### config.mk
export PLATFORM = sky130hd
export DESIGN_NAME = cpu_instruction_subset_execute_top
export DESIGN_NICKNAME = d
export VERILOG_FILES = /design/src/rtl/core/csie_pkg.sv /design/src/rtl/core/csie_exec.sv /design/src/rtl/core/csie_out_buf.sv /design/src/rtl/core/cpu_instruction_subset_execute_top.sv
export SDC_FILE = /design/constraint.sdc
export NUM_CORES = 1
export LEC_CHECK = 0
export BUFFER_PORTS_ARGS = -buffer_cell sky130_fd_sc_hd__buf_2
export CORE_MARGIN = 2
export CORE_UTILIZATION = 56
export CTS_CLUSTER_SIZE = 12
export DETAILED_ROUTE_END_ITERATION = 16
export MAX_ROUTING_LAYER = met4
export PLACE_DENSITY = 0.78
export SYNTH_ARGS = -nofsm -noshare
export SYNTH_HDL_FRONTEND = slang
export SYNTH_SLANG_ARGS = --single-unit
### constraint.sdc
create_clock -name clk -period 4.9 [get_ports clk]
set_input_delay 0.49 -clock clk [delete_from_list [all_inputs] [get_ports clk]]
set_output_delay 0.49 -clock clk [all_outputs]
set_load 0.01 [all_outputs]
### src/rtl/core/csie_pkg.sv
// Shared types and encodings for the CPU instruction subset execute block.
package csie_pkg;

    // Result kinds.
    localparam logic [1:0] KIND_WRITE   = 2'd0;
    localparam logic [1:0] KIND_READ    = 2'd1;
    localparam logic [1:0] KIND_RETIRE  = 2'd2;
    localparam logic [1:0] KIND_INVALID = 2'd3;

    // Outstanding read codes.
    localparam logic [1:0] PEND_NONE  = 2'd0;
    localparam logic [1:0] PEND_LOADA = 2'd1;
    localparam logic [1:0] PEND_RETLO = 2'd2;
    localparam logic [1:0] PEND_RETHI = 2'd3;

    // Flag bit positions.
    localparam int FLAG_Z = 3;
    localparam int FLAG_N = 2;
    localparam int FLAG_H = 1;
    localparam int FLAG_C = 0;

    // Opcodes of the supported subset.
    localparam logic [7:0] OP_JP      = 8'hC3;
    localparam logic [7:0] OP_JP_NZ   = 8'hC2;
    localparam logic [7:0] OP_JP_Z    = 8'hCA;
    localparam logic [7:0] OP_JP_C    = 8'hDA;
    localparam logic [7:0] OP_JR      = 8'h18;
    localparam logic [7:0] OP_CALL    = 8'hCD;
    localparam logic [7:0] OP_RET     = 8'hC9;
    localparam logic [7:0] OP_LD_A_D8 = 8'h3E;
    localparam logic [7:0] OP_LD_B_D8 = 8'h06;
    localparam logic [7:0] OP_LD_C_D8 = 8'h0E;
    localparam logic [7:0] OP_LD_BC   = 8'h01;
    localparam logic [7:0] OP_LD_DE   = 8'h11;
    localparam logic [7:0] OP_LD_HL   = 8'h21;
    localparam logic [7:0] OP_ST_A16  = 8'hEA;
    localparam logic [7:0] OP_LD_A16  = 8'hFA;
    localparam logic [7:0] OP_LD_A_DE = 8'h1A;
    localparam logic [7:0] OP_ST_HLI  = 8'h22;
    localparam logic [7:0] OP_INC_DE  = 8'h13;
    localparam logic [7:0] OP_DEC_BC  = 8'h0B;
    localparam logic [7:0] OP_LD_A_B  = 8'h78;
    localparam logic [7:0] OP_OR_C    = 8'hB1;
    localparam logic [7:0] OP_CP_D8   = 8'hFE;
    localparam logic [7:0] OP_PUSH_BC = 8'hC5;

    typedef struct packed {
        logic [1:0]  kind;
        logic [15:0] address;
        logic [7:0]  data;
    } result_t;

    // Everything one instruction produces: up to three results plus the
    // architectural state that every one of them reports.
    typedef struct packed {
        logic [1:0]        count;
        result_t [2:0]     res;
        logic [15:0]       pc_value;
        logic [7:0]        acc_value;
        logic [3:0]        flag_value;
    } pack_t;

endpackage

### src/rtl/core/csie_exec.sv
// Register file, program counter and single-pass instruction execute logic.
module csie_exec
    import csie_pkg::*;
(
    input  logic        clk,
    input  logic        rst_n,
    input  logic        fire,
    input  logic        action,
    input  logic [7:0]  opcode,
    input  logic [7:0]  operand_low,
    input  logic [7:0]  operand_high,
    input  logic [7:0]  read_data,
    output pack_t       pack
);

    logic [7:0]  acc_reg, acc_next;
    logic [3:0]  flag_reg, flag_next;
    logic [7:0]  b_reg, b_next, c_reg, c_next, d_reg, d_next;
    logic [7:0]  e_reg, e_next, h_reg, h_next, l_reg, l_next;
    logic [15:0] sp_reg, sp_next;
    logic [15:0] pc_reg, pc_next;
    logic [1:0]  pend_reg, pend_next;
    logic [7:0]  hold_reg, hold_next;

    always_ff @(posedge clk or negedge rst_n)
    begin
        if (!rst_n)
        begin
            acc_reg  <= 8'h00;
            flag_reg <= 4'h0;
            b_reg    <= 8'h00;
            c_reg    <= 8'h00;
            d_reg    <= 8'h00;
            e_reg    <= 8'h00;
            h_reg    <= 8'h00;
            l_reg    <= 8'h00;
            sp_reg   <= 16'hFFFE;
            pc_reg   <= 16'h0100;
            pend_reg <= PEND_NONE;
            hold_reg <= 8'h00;
        end
        else if (fire)
        begin
            acc_reg  <= acc_next;
            flag_reg <= flag_next;
            b_reg    <= b_next;
            c_reg    <= c_next;
            d_reg    <= d_next;
            e_reg    <= e_next;
            h_reg    <= h_next;
            l_reg    <= l_next;
            sp_reg   <= sp_next;
            pc_reg   <= pc_next;
            pend_reg <= pend_next;
            hold_reg <= hold_next;
        end
    end

    always_comb
    begin
        logic [15:0] a16;
        logic [15:0] bc;
        logic [15:0] de;
        logic [15:0] hl;
        logic [15:0] ret_addr;
        logic [7:0]  or_val;

        a16      = {operand_high, operand_low};
        bc       = {b_reg, c_reg};
        de       = {d_reg, e_reg};
        hl       = {h_reg, l_reg};
        ret_addr = pc_reg + 16'd3;
        or_val   = acc_reg | c_reg;

        acc_next  = acc_reg;
        flag_next = flag_reg;
        b_next    = b_reg;
        c_next    = c_reg;
        d_next    = d_reg;
        e_next    = e_reg;
        h_next    = h_reg;
        l_next    = l_reg;
        sp_next   = sp_reg;
        pc_next   = pc_reg;
        pend_next = pend_reg;
        hold_next = hold_reg;

        pack.count = 2'd0;
        pack.res   = '0;
        pack.res[0].kind = KIND_RETIRE;

        if (action)
        begin
            unique case (pend_reg)
                PEND_LOADA:
                begin
                    acc_next   = read_data;
                    pend_next  = PEND_NONE;
                    pack.count = 2'd1;
                end
                PEND_RETLO:
                begin
                    hold_next  = read_data;
                    pend_next  = PEND_RETHI;
                    pack.count = 2'd1;
                    pack.res[0].kind    = KIND_READ;
                    pack.res[0].address = sp_reg + 16'd1;
                end
                PEND_RETHI:
                begin
                    pc_next    = {read_data, hold_reg};
                    sp_next    = sp_reg + 16'd2;
                    pend_next  = PEND_NONE;
                    pack.count = 2'd1;
                end
                default:
                begin
                    // A returned byte with no read outstanding is dropped.
                    pack.count = 2'd0;
                end
            endcase
        end
        else
        begin
            pend_next  = PEND_NONE;
            pack.count = 2'd1;
            unique case (opcode)
                OP_JP:    pc_next = a16;
                OP_JP_NZ: pc_next = flag_reg[FLAG_Z] ? ret_addr : a16;
                OP_JP_Z:  pc_next = flag_reg[FLAG_Z] ? a16 : ret_addr;
                OP_JP_C:  pc_next = flag_reg[FLAG_C] ? a16 : ret_addr;
                OP_JR:    pc_next = pc_reg + 16'd2 + {{8{operand_low[7]}}, operand_low};
                OP_CALL:
                begin
                    sp_next    = sp_reg - 16'd2;
                    pc_next    = a16;
                    pack.count = 2'd3;
                    pack.res[0].kind    = KIND_WRITE;
                    pack.res[0].address = sp_reg - 16'd1;
                    pack.res[0].data    = ret_addr[15:8];
                    pack.res[1].kind    = KIND_WRITE;
                    pack.res[1].address = sp_reg - 16'd2;
                    pack.res[1].data    = ret_addr[7:0];
                    pack.res[2].kind    = KIND_RETIRE;
                end
                OP_RET:
                begin
                    pend_next = PEND_RETLO;
                    pack.res[0].kind    = KIND_READ;
                    pack.res[0].address = sp_reg;
                end
                OP_LD_A_D8:
                begin
                    acc_next = operand_low;
                    pc_next  = pc_reg + 16'd2;
                end
                OP_LD_B_D8:
                begin
                    b_next  = operand_low;
                    pc_next = pc_reg + 16'd2;
                end
                OP_LD_C_D8:
                begin
                    c_next  = operand_low;
                    pc_next = pc_reg + 16'd2;
                end
                OP_LD_BC:
                begin
                    b_next  = operand_high;
                    c_next  = operand_low;
                    pc_next = ret_addr;
                end
                OP_LD_DE:
                begin
                    d_next  = operand_high;
                    e_next  = operand_low;
                    pc_next = ret_addr;
                end
                OP_LD_HL:
                begin
                    h_next  = operand_high;
                    l_next  = operand_low;
                    pc_next = ret_addr;
                end
                OP_ST_A16:
                begin
                    pc_next    = ret_addr;
                    pack.count = 2'd2;
                    pack.res[0].kind    = KIND_WRITE;
                    pack.res[0].address = a16;
                    pack.res[0].data    = acc_reg;
                    pack.res[1].kind    = KIND_RETIRE;
                end
                OP_LD_A16:
                begin
                    pc_next   = ret_addr;
                    pend_next = PEND_LOADA;
                    pack.res[0].kind    = KIND_READ;
                    pack.res[0].address = a16;
                end
                OP_LD_A_DE:
                begin
                    pc_next   = pc_reg + 16'd1;
                    pend_next = PEND_LOADA;
                    pack.res[0].kind    = KIND_READ;
                    pack.res[0].address = de;
                end
                OP_ST_HLI:
                begin
                    {h_next, l_next} = hl + 16'd1;
                    pc_next    = pc_reg + 16'd1;
                    pack.count = 2'd2;
                    pack.res[0].kind    = KIND_WRITE;
                    pack.res[0].address = hl;
                    pack.res[0].data    = acc_reg;
                    pack.res[1].kind    = KIND_RETIRE;
                end
                OP_INC_DE:
                begin
                    {d_next, e_next} = de + 16'd1;
                    pc_next = pc_reg + 16'd1;
                end
                OP_DEC_BC:
                begin
                    {b_next, c_next} = bc - 16'd1;
                    pc_next = pc_reg + 16'd1;
                end
                OP_LD_A_B:
                begin
                    acc_next = b_reg;
                    pc_next  = pc_reg + 16'd1;
                end
                OP_OR_C:
                begin
                    acc_next  = or_val;
                    flag_next = {(or_val == 8'h00), 3'b000};
                    pc_next   = pc_reg + 16'd1;
                end
                OP_CP_D8:
                begin
                    flag_next[FLAG_Z] = (acc_reg == operand_low);
                    flag_next[FLAG_N] = 1'b1;
                    flag_next[FLAG_H] = (acc_reg[3:0] < operand_low[3:0]);
                    flag_next[FLAG_C] = (acc_reg < operand_low);
                    pc_next = pc_reg + 16'd2;
                end
                OP_PUSH_BC:
                begin
                    sp_next    = sp_reg - 16'd2;
                    pc_next    = pc_reg + 16'd1;
                    pack.count = 2'd3;
                    pack.res[0].kind    = KIND_WRITE;
                    pack.res[0].address = sp_reg - 16'd1;
                    pack.res[0].data    = b_reg;
                    pack.res[1].kind    = KIND_WRITE;
                    pack.res[1].address = sp_reg - 16'd2;
                    pack.res[1].data    = c_reg;
                    pack.res[2].kind    = KIND_RETIRE;
                end
                default:
                begin
                    pc_next = pc_reg + 16'd1;
                    pack.res[0].kind = KIND_INVALID;
                end
            endcase
        end

        // Every result reports the state as it stands after the instruction.
        pack.pc_value   = pc_next;
        pack.acc_value  = acc_next;
        pack.flag_value = flag_next;
    end

endmodule

### src/rtl/core/csie_out_buf.sv
// Result register that holds one instruction's results and sends one per cycle unless stalled.
module csie_out_buf
    import csie_pkg::*;
(
    input  logic        clk,
    input  logic        rst_n,
    input  logic        load,
    input  pack_t       pack,
    output logic        ready,
    output logic        m_axis_tvalid,
    input  logic        m_axis_tready,
    output logic [55:0] m_axis_tdata,  // address[15:0], data, pc_value, acc_value, flag_value, pad
    output logic [1:0]  m_axis_tuser,  // kind
    output logic        m_axis_tlast
);

    result_t [2:0] res_reg;
    logic [1:0]    cnt_reg;
    logic [1:0]    idx_reg;
    logic [15:0]   pc_reg;
    logic [7:0]    acc_reg;
    logic [3:0]    flag_reg;
    logic          final_one;
    logic          xfer;
    result_t       cur;

    assign final_one     = (idx_reg == (cnt_reg - 2'd1));
    assign xfer          = m_axis_tvalid && m_axis_tready;
    assign ready         = (cnt_reg == 2'd0) || (xfer && final_one);
    assign m_axis_tvalid = (cnt_reg != 2'd0);
    assign cur           = res_reg[idx_reg];
    assign m_axis_tuser  = cur.kind;
    assign m_axis_tlast  = final_one;
    assign m_axis_tdata  = {4'h0, flag_reg, acc_reg, pc_reg, cur.data, cur.address};

    always_ff @(posedge clk or negedge rst_n)
    begin
        if (!rst_n)
        begin
            cnt_reg <= 2'd0;
            idx_reg <= 2'd0;
        end
        else if (load && ready)
        begin
            cnt_reg <= pack.count;
            idx_reg <= 2'd0;
        end
        else if (xfer)
        begin
            if (final_one)
            begin
                cnt_reg <= 2'd0;
                idx_reg <= 2'd0;
            end
            else
            begin
                idx_reg <= idx_reg + 2'd1;
            end
        end
    end

    always_ff @(posedge clk)
    begin
        if (load && ready)
        begin
            res_reg  <= pack.res;
            pc_reg   <= pack.pc_value;
            acc_reg  <= pack.acc_value;
            flag_reg <= pack.flag_value;
        end
    end

endmodule

### src/rtl/core/cpu_instruction_subset_execute_top.sv
// Top level of the CPU instruction subset execute block.
//
//  Channel  | Dir | tdata (low bit up)                                   | tuser  | tlast
//  s_axis   | in  | opcode, operand_low, operand_high, read_data (32 b)  | action | -
//  m_axis   | out | address, data, pc_value, acc_value, flag_value (56 b)| kind   | last
//
// An accepted item is executed while it sits in the input register; its results enter the
// result register when that is ready and leave it one per cycle unless m_axis_tready stalls.
// An item with one result sustains one item per cycle when not stalled; CALL and PUSH give
// three results and stores two, which the one-result-per-cycle output register sends in turn.
// Reset puts A, flags and B..L at zero, SP at 0xFFFE and PC at 0x0100, no read outstanding.
// A stalled output holds the input register; one more item may wait there meanwhile.
module cpu_instruction_subset_execute_top
    import csie_pkg::*;
(
    input  logic        clk,
    input  logic        rst_n,
    input  logic        s_axis_tvalid,
    output logic        s_axis_tready,
    input  logic [31:0] s_axis_tdata,   // opcode, operand_low, operand_high, read_data
    input  logic        s_axis_tuser,   // action
    output logic        m_axis_tvalid,
    input  logic        m_axis_tready,
    output logic [55:0] m_axis_tdata,   // address, data, pc_value, acc_value, flag_value, pad
    output logic [1:0]  m_axis_tuser,   // kind
    output logic        m_axis_tlast
);

    logic        in_valid_reg;
    logic        action_reg;
    logic [31:0] item_reg;
    logic        buf_ready;
    logic        exec_fire;
    pack_t       pack;

    assign exec_fire     = in_valid_reg && buf_ready;
    assign s_axis_tready = !in_valid_reg || exec_fire;

    always_ff @(posedge clk or negedge rst_n)
    begin
        if (!rst_n)
        begin
            in_valid_reg <= 1'b0;
        end
        else if (s_axis_tready)
        begin
            in_valid_reg <= s_axis_tvalid;
        end
    end

    always_ff @(posedge clk)
    begin
        if (s_axis_tready && s_axis_tvalid)
        begin
            action_reg <= s_axis_tuser;
            item_reg   <= s_axis_tdata;
        end
    end

    csie_exec u_exec (
        .clk          (clk),
        .rst_n        (rst_n),
        .fire         (exec_fire),
        .action       (action_reg),
        .opcode       (item_reg[7:0]),
        .operand_low  (item_reg[15:8]),
        .operand_high (item_reg[23:16]),
        .read_data    (item_reg[31:24]),
        .pack         (pack)
    );

    csie_out_buf u_out_buf (
        .clk           (clk),
        .rst_n         (rst_n),
        .load          (exec_fire),
        .pack          (pack),
        .ready         (buf_ready),
        .m_axis_tvalid (m_axis_tvalid),
        .m_axis_tready (m_axis_tready),
        .m_axis_tdata  (m_axis_tdata),
        .m_axis_tuser  (m_axis_tuser),
        .m_axis_tlast  (m_axis_tlast)
    );

endmodule
Word level (Yosys, flattened, before mapping)
Cells that the tools add are included.

cells by class
  bitwise logic cells = 2
  eq/ne operators = 30
  add/sub/neg operators = 13
  reductions and logical operators = 39
  order comparisons = 3
  multiplexer cells = 42

operators by type and width
  cell                     number
  $mux W16                 8
  $pmux W16 S8             1
  $eq A8 B8 Y1 const B     11
  $pmux W16 S5             1
  $pmux W8 S2              5
  $pmux W8 S3              3
  $add A16 B1 Y16 const B  4
  $bmux W26 S2             1
  $add A16 B2 Y16 const B  3
  $pmux W24 S2             1
  $mux W18                 2
  $eq A8 B5 Y1 const B     4
  $sub A16 B1 Y16 const B  2
  $mux W26                 1
  $eq A8 B6 Y1 const B     3
  $mux W2                  10
  $reduce_and A3 Y1        6
  $add A16 B16 Y16         1
  $eq A8 B4 Y1 const B     2
  $mux W8                  2
  $reduce_or A16 Y1        1
  $sub A16 B2 Y16 const B  1
  $reduce_bool A2 Y1       7
  $reduce_or A2 Y1         7
  other kinds (31)         42

word-level totals
  output and inout port bits = 61
  word-level logic and storage cells = 156
  register bits = 222
  bits of input ports = 37

Depth between registers and ports, before layout
  depth in word-level cells = 8
  mapped depth = 15
  gate-level depth less buffers = 14

Modules after synthesis
From an unflattened synthesis, not the netlist that was laid out.

unflattened totals
  cell total of the unflattened synthesis = 1702
  area, all modules = 15630.0 µm²

by module, submodules not included
  module                              times used  cells each  seq. area each (µm²)  area each (µm²)
  csie_exec                           1           1429        2547.4                10527.6
  csie_out_buf                        1           235         3283.1                4051.4
  cpu_instruction_subset_execute_top  1           38          1016.0                1051.0

Worst setup path before layout
OpenSTA, ideal clock, no wires.

  kind = register to register
  start = register u_out_buf.cnt_reg[0]
  end = register u_exec.pc_reg[4]
  cell stages (with the launch flop) = 12
  arrival time = 4565 ps
  slack = 214 ps
  path buffers = 3
  clock period less this slack = 4686 ps
  setup time = 121 ps
  path through = dfrtp_1 > inv_1 > ha_1 > xor2_1 > a31oi_1 > nand2b_1 > clkbuf_1 > inv_1 > clkbuf_1 > clkbuf_1 > o21ai_0 > o21a_1

between the ends
  word-level cells in the longest chain between the ends = 5

ends and longest elaborated chain
  element                                              RTL line                                  RTL
  start, declared                                      csie_out_buf.sv:18                        logic [1:0] cnt_reg;
  start signal, assigned                               csie_out_buf.sv:45                        cnt_reg <= pack.count;
  $sub A2 B1 Y2 or $reduce_bool A2 Y1 (tied branches)  csie_out_buf.sv:27, csie_out_buf.sv:30
  $eq A2 B2 Y1 or $logic_and A1 B1 Y1 (tied branches)  csie_out_buf.sv:27, csie_out_buf.sv:28
  $logic_and A1 B1 Y1                                  csie_out_buf.sv:29                        assign ready = (cnt_reg == 2'd0) || (xfer && final_one);
  $logic_or A1 B1 Y1 (*)                               csie_out_buf.sv:29
  $logic_and A1 B1 Y1 (*)                              cpu_instruction_subset_execute_top.sv:36  assign exec_fire = in_valid_reg && buf_ready;
  via exec_fire                                        cpu_instruction_subset_execute_top.sv:33  logic exec_fire;
  end signal, assigned                                 csie_exec.sv:53                           pc_reg <= pc_next;
  end, declared                                        csie_exec.sv:21                           logic [15:0] pc_reg, pc_next;

The timed path passes the listed nets; every way through them passes the cells marked *.
A chain may end at the register's enable or synchronous reset.

==> results.toml <==
[status]
status = "finished, final reports clean"

[global_route]
first_global_vias = 12100
antenna_found_initial = 0
grt_usage_pct = 35.6
grt-ovfl-total = 0
grt_pass1_wl_mm = 71.1
grt_max_degree = 82

[yosys]
synthArstFlopShare_pct = 48.6
synth_edf_count = 112
netlist.area_leader.share_pct = 23.4
synthFlopType = "edfxtp_1"
seq_area_frac_synth_pct = 42.1
synth_top_cell_by_area = "edfxtp_1"
synth_cell_type_count = 85
synthesis.instances = 1616
ys_top_cells_by_count = "189 x nand2_1, 165 x nor2_1, 123 x a21oi_1"
syn_area_per_cell_um2 = 8.88
yosysWarnings = 0
yosys-top-cells-area = "edfxtp_1 23%, dfrtp_1 16%, nand2_1 4.9%, nor2_1 4.3%, a21oi_1 4.3%"
syn_area_um2 = 14400
ys_ff_latch = 218
synth_most_common_cell = "nand2_1"

[routing]
first_pass_iters = 7
vias_per_cell = 6.77
drc = 0
first_iter_violations = 1840
ant_nets = 0
routed_wirelength_mm = 46.8
via_count = 13400
routedWlPerCell_um = 23.6

[timing]
fin_skew_ns = 0.0170
rsz0062_at_grt = "no"
tightest_slew_ns = 1.22
period_share_pct = 82.9
setup_violations = 0
period_needed_ns = 4.06
max_freq_ghz = 0.246
hold_violations = 0
setup-tns-final_ns = 0
slew_viol_final = 0
relSlewSlack_pct = 18.2

[cts]
h-tree-depth = 1
clkTransAtPathRegs_ns = 0.07
cts.sinks = 218
cts_hold_buf = 0
cts-buffers-inserted = 25
cts_tree = "done"
cts_root_buf = "clkbuf_16"
ctsResizeCount = 0
cts_setup_buffers = 0
cts_buffer_depth = 3
clock_latency_ns = 0.54

[floorplanning]
die_h_um = 164
die_x_um = 164
io_pins = 98
start_util_pct = 57.0
rows = 58
core_area_um2 = 25200
dieArea_um2 = 26900

[setup_path]
rrSetupSlack_ns = 0.84
critPathCaptureType = "flop"
startpoint_type = "flop"
crit_path_cell_trace = "ha_1 -> nand2_1 -> nor2_1 -> xor2_1 -> ha_1 -> and4_1 -> and3_1 -> a2111oi_0 -> o31ai_1 -> a21oi_1 -> xnor2_1 -> o21ai_0 -> o21a_1"
criticalPathCategory = "reg2reg"
cp.required_ns = 5.18
path_max_fanout = 13
crit_arrival_ns = 4.35
cp_slowest_stage_delay_ns = 0.62
critPathSlowestCell = "dfrtp_1"
critical_path.top_delay_family = "compound AO/OA/AOI/OAI gates"
crit_buf_inv = 0
cpMostUsedCell = "ha_1"

[place]
dpl.cell_count = 1939
dp_hpwl_mm = 32.5
port_buffers = 93
gp_congestion = 1.03

[power_and_ir_drop]
max-vdd-ir-drop_mv = 0.640
power_leakage_uw = 0.00620
internal_power_uw = 5070
pwr-share-clk_pct = 22.9
p_seq_share_pct = 39.0
p_sw_uw = 3530
p_sw_share_pct = 41.0
pwr-share-comb_pct = 38.2
pwr_density_cell_nw_per_um2 = 546

[finish]
largest_reg_flops = 51
final_cells = 1984
antenna_cells = 0
drive_above_1_share_pct = 13.1
nets = 1709
syn_to_final_growth_pct = 9.69

[run]
cap_viol_max_count = 0

[min_path]
hold_class = "in2async"
## power groups by stage
| stage | clock, µW | combinational [µW] | sequential (µW) |
|---|---|---|---|
| floorplan | 0 | 2340 | 3040 |
| global placement | 0 | 3150 | 3310 |
| detailed placement | 0 | 3220 | 3340 |
| CTS | 1970 | 3230 | 3310 |
| global route | 2050 | 3580 | 3400 |
| finish | 1970 | 3280 | 3350 |
## cell type report
| cell class | instances | area [µm²] |
|---|---|---|
| Inverter | 35 | 134 |
| Sequential cell | 218 | 6040 |
| Tap cell | 330 | 413 |
| Multi-Input combinational cell | 1242 | 7680 |
| Clock inverter | 13 | 166 |
| Clock buffer | 32 | 682 |
| Timing Repair Buffer | 114 | 626 |
| Fill cell | 2138 | 9440 |
## kinds of logic after synthesis
logic type      Yosys count  synth area share (%)
mux                      53                  3.88
flops                   218                  42.1
buf+inv                 159                  4.59
fa+ha+maj                36                  3.19
other cells               1                0.0261
xor+xnor                 74                  4.57
compound gates          464                  21.1
simple gates            611                  20.5
## placed cells by master (no fill, tap or decap), types with 22 or more instances in the layout
master,instances
nor2_1,165
o21ai_0,113
ha_1,35
o22ai_1,26
a211oi_1,22
buf_2,92
nand2_1,189
nand3_1,58
a22o_1,27
inv_1,33
xnor2_1,37
buf_4,22
dfrtp_1,90
nor3_1,38
xor2_1,36
clkbuf_16,25
nand4_1,23
mux2i_1,32
a21oi_1,123
edfxtp_1,112
## metrics by stage
step | utilization, % | setup slack (ns) | hold WS (ns) | power [µW] | cell area (µm²)
6_report | 62.5 | 0.837 | 0.0686 | 8600 | 15700
4_1_cts | 62.5 | 0.911 | 0.101 | 8510 | 15700
3_3_place_gp | 59.1 | 0.981 | 0.466 | 6460 | 14900
3_5_place_dp | 59.1 | 0.948 | 0.500 | 6550 | 14900
5_1_grt | 62.5 | 0.532 | 0.119 | 9030 | 15700
2_1_floorplan | - | 0.214 | 0.194 | 5380 | 14400
## path summary, 6_finish.rpt
path | start | end | cells past startpoint
max | u_exec.pc_reg[1] | u_out_buf.pc_reg[15] | 13
min | rst_n | u_exec.acc_reg[3] | 1
max reg2reg | u_exec.pc_reg[1] | u_out_buf.pc_reg[15] | 13
min reg2reg | u_exec.hold_reg[3] | u_exec.hold_reg[3] | 1
max in group asynchronous | rst_n | u_exec.h_reg[1] | 2
min in group clk | s_axis_tdata[10] | item_reg[10] | 1
## worst reg2reg max path: stages, from the launching register on
cell and delay [ns]:
dfrtp_1 0.62, ha_1 0.44, nand2_1 0.29, nor2_1 0.19, xor2_1 0.23, ha_1 0.29
and4_1 0.25, and3_1 0.18, a2111oi_0 0.40, o31ai_1 0.21, a21oi_1 0.25, xnor2_1 0.14
o21ai_0 0.11, o21a_1 0.19
## layer usage
metal | vias to the layer above | share of wire, % | global-route usage, %
met4 | 0 | 3.5 | 11.7
met5 | - | 0 | -
li1 | 6017 | - | -
met3 | 120 | 12 | 7.10
met1 | 6399 | 41 | 50.8
met2 | 890 | 43 | 50.7
No activity file was read; power rests on OpenSTA's default activity.
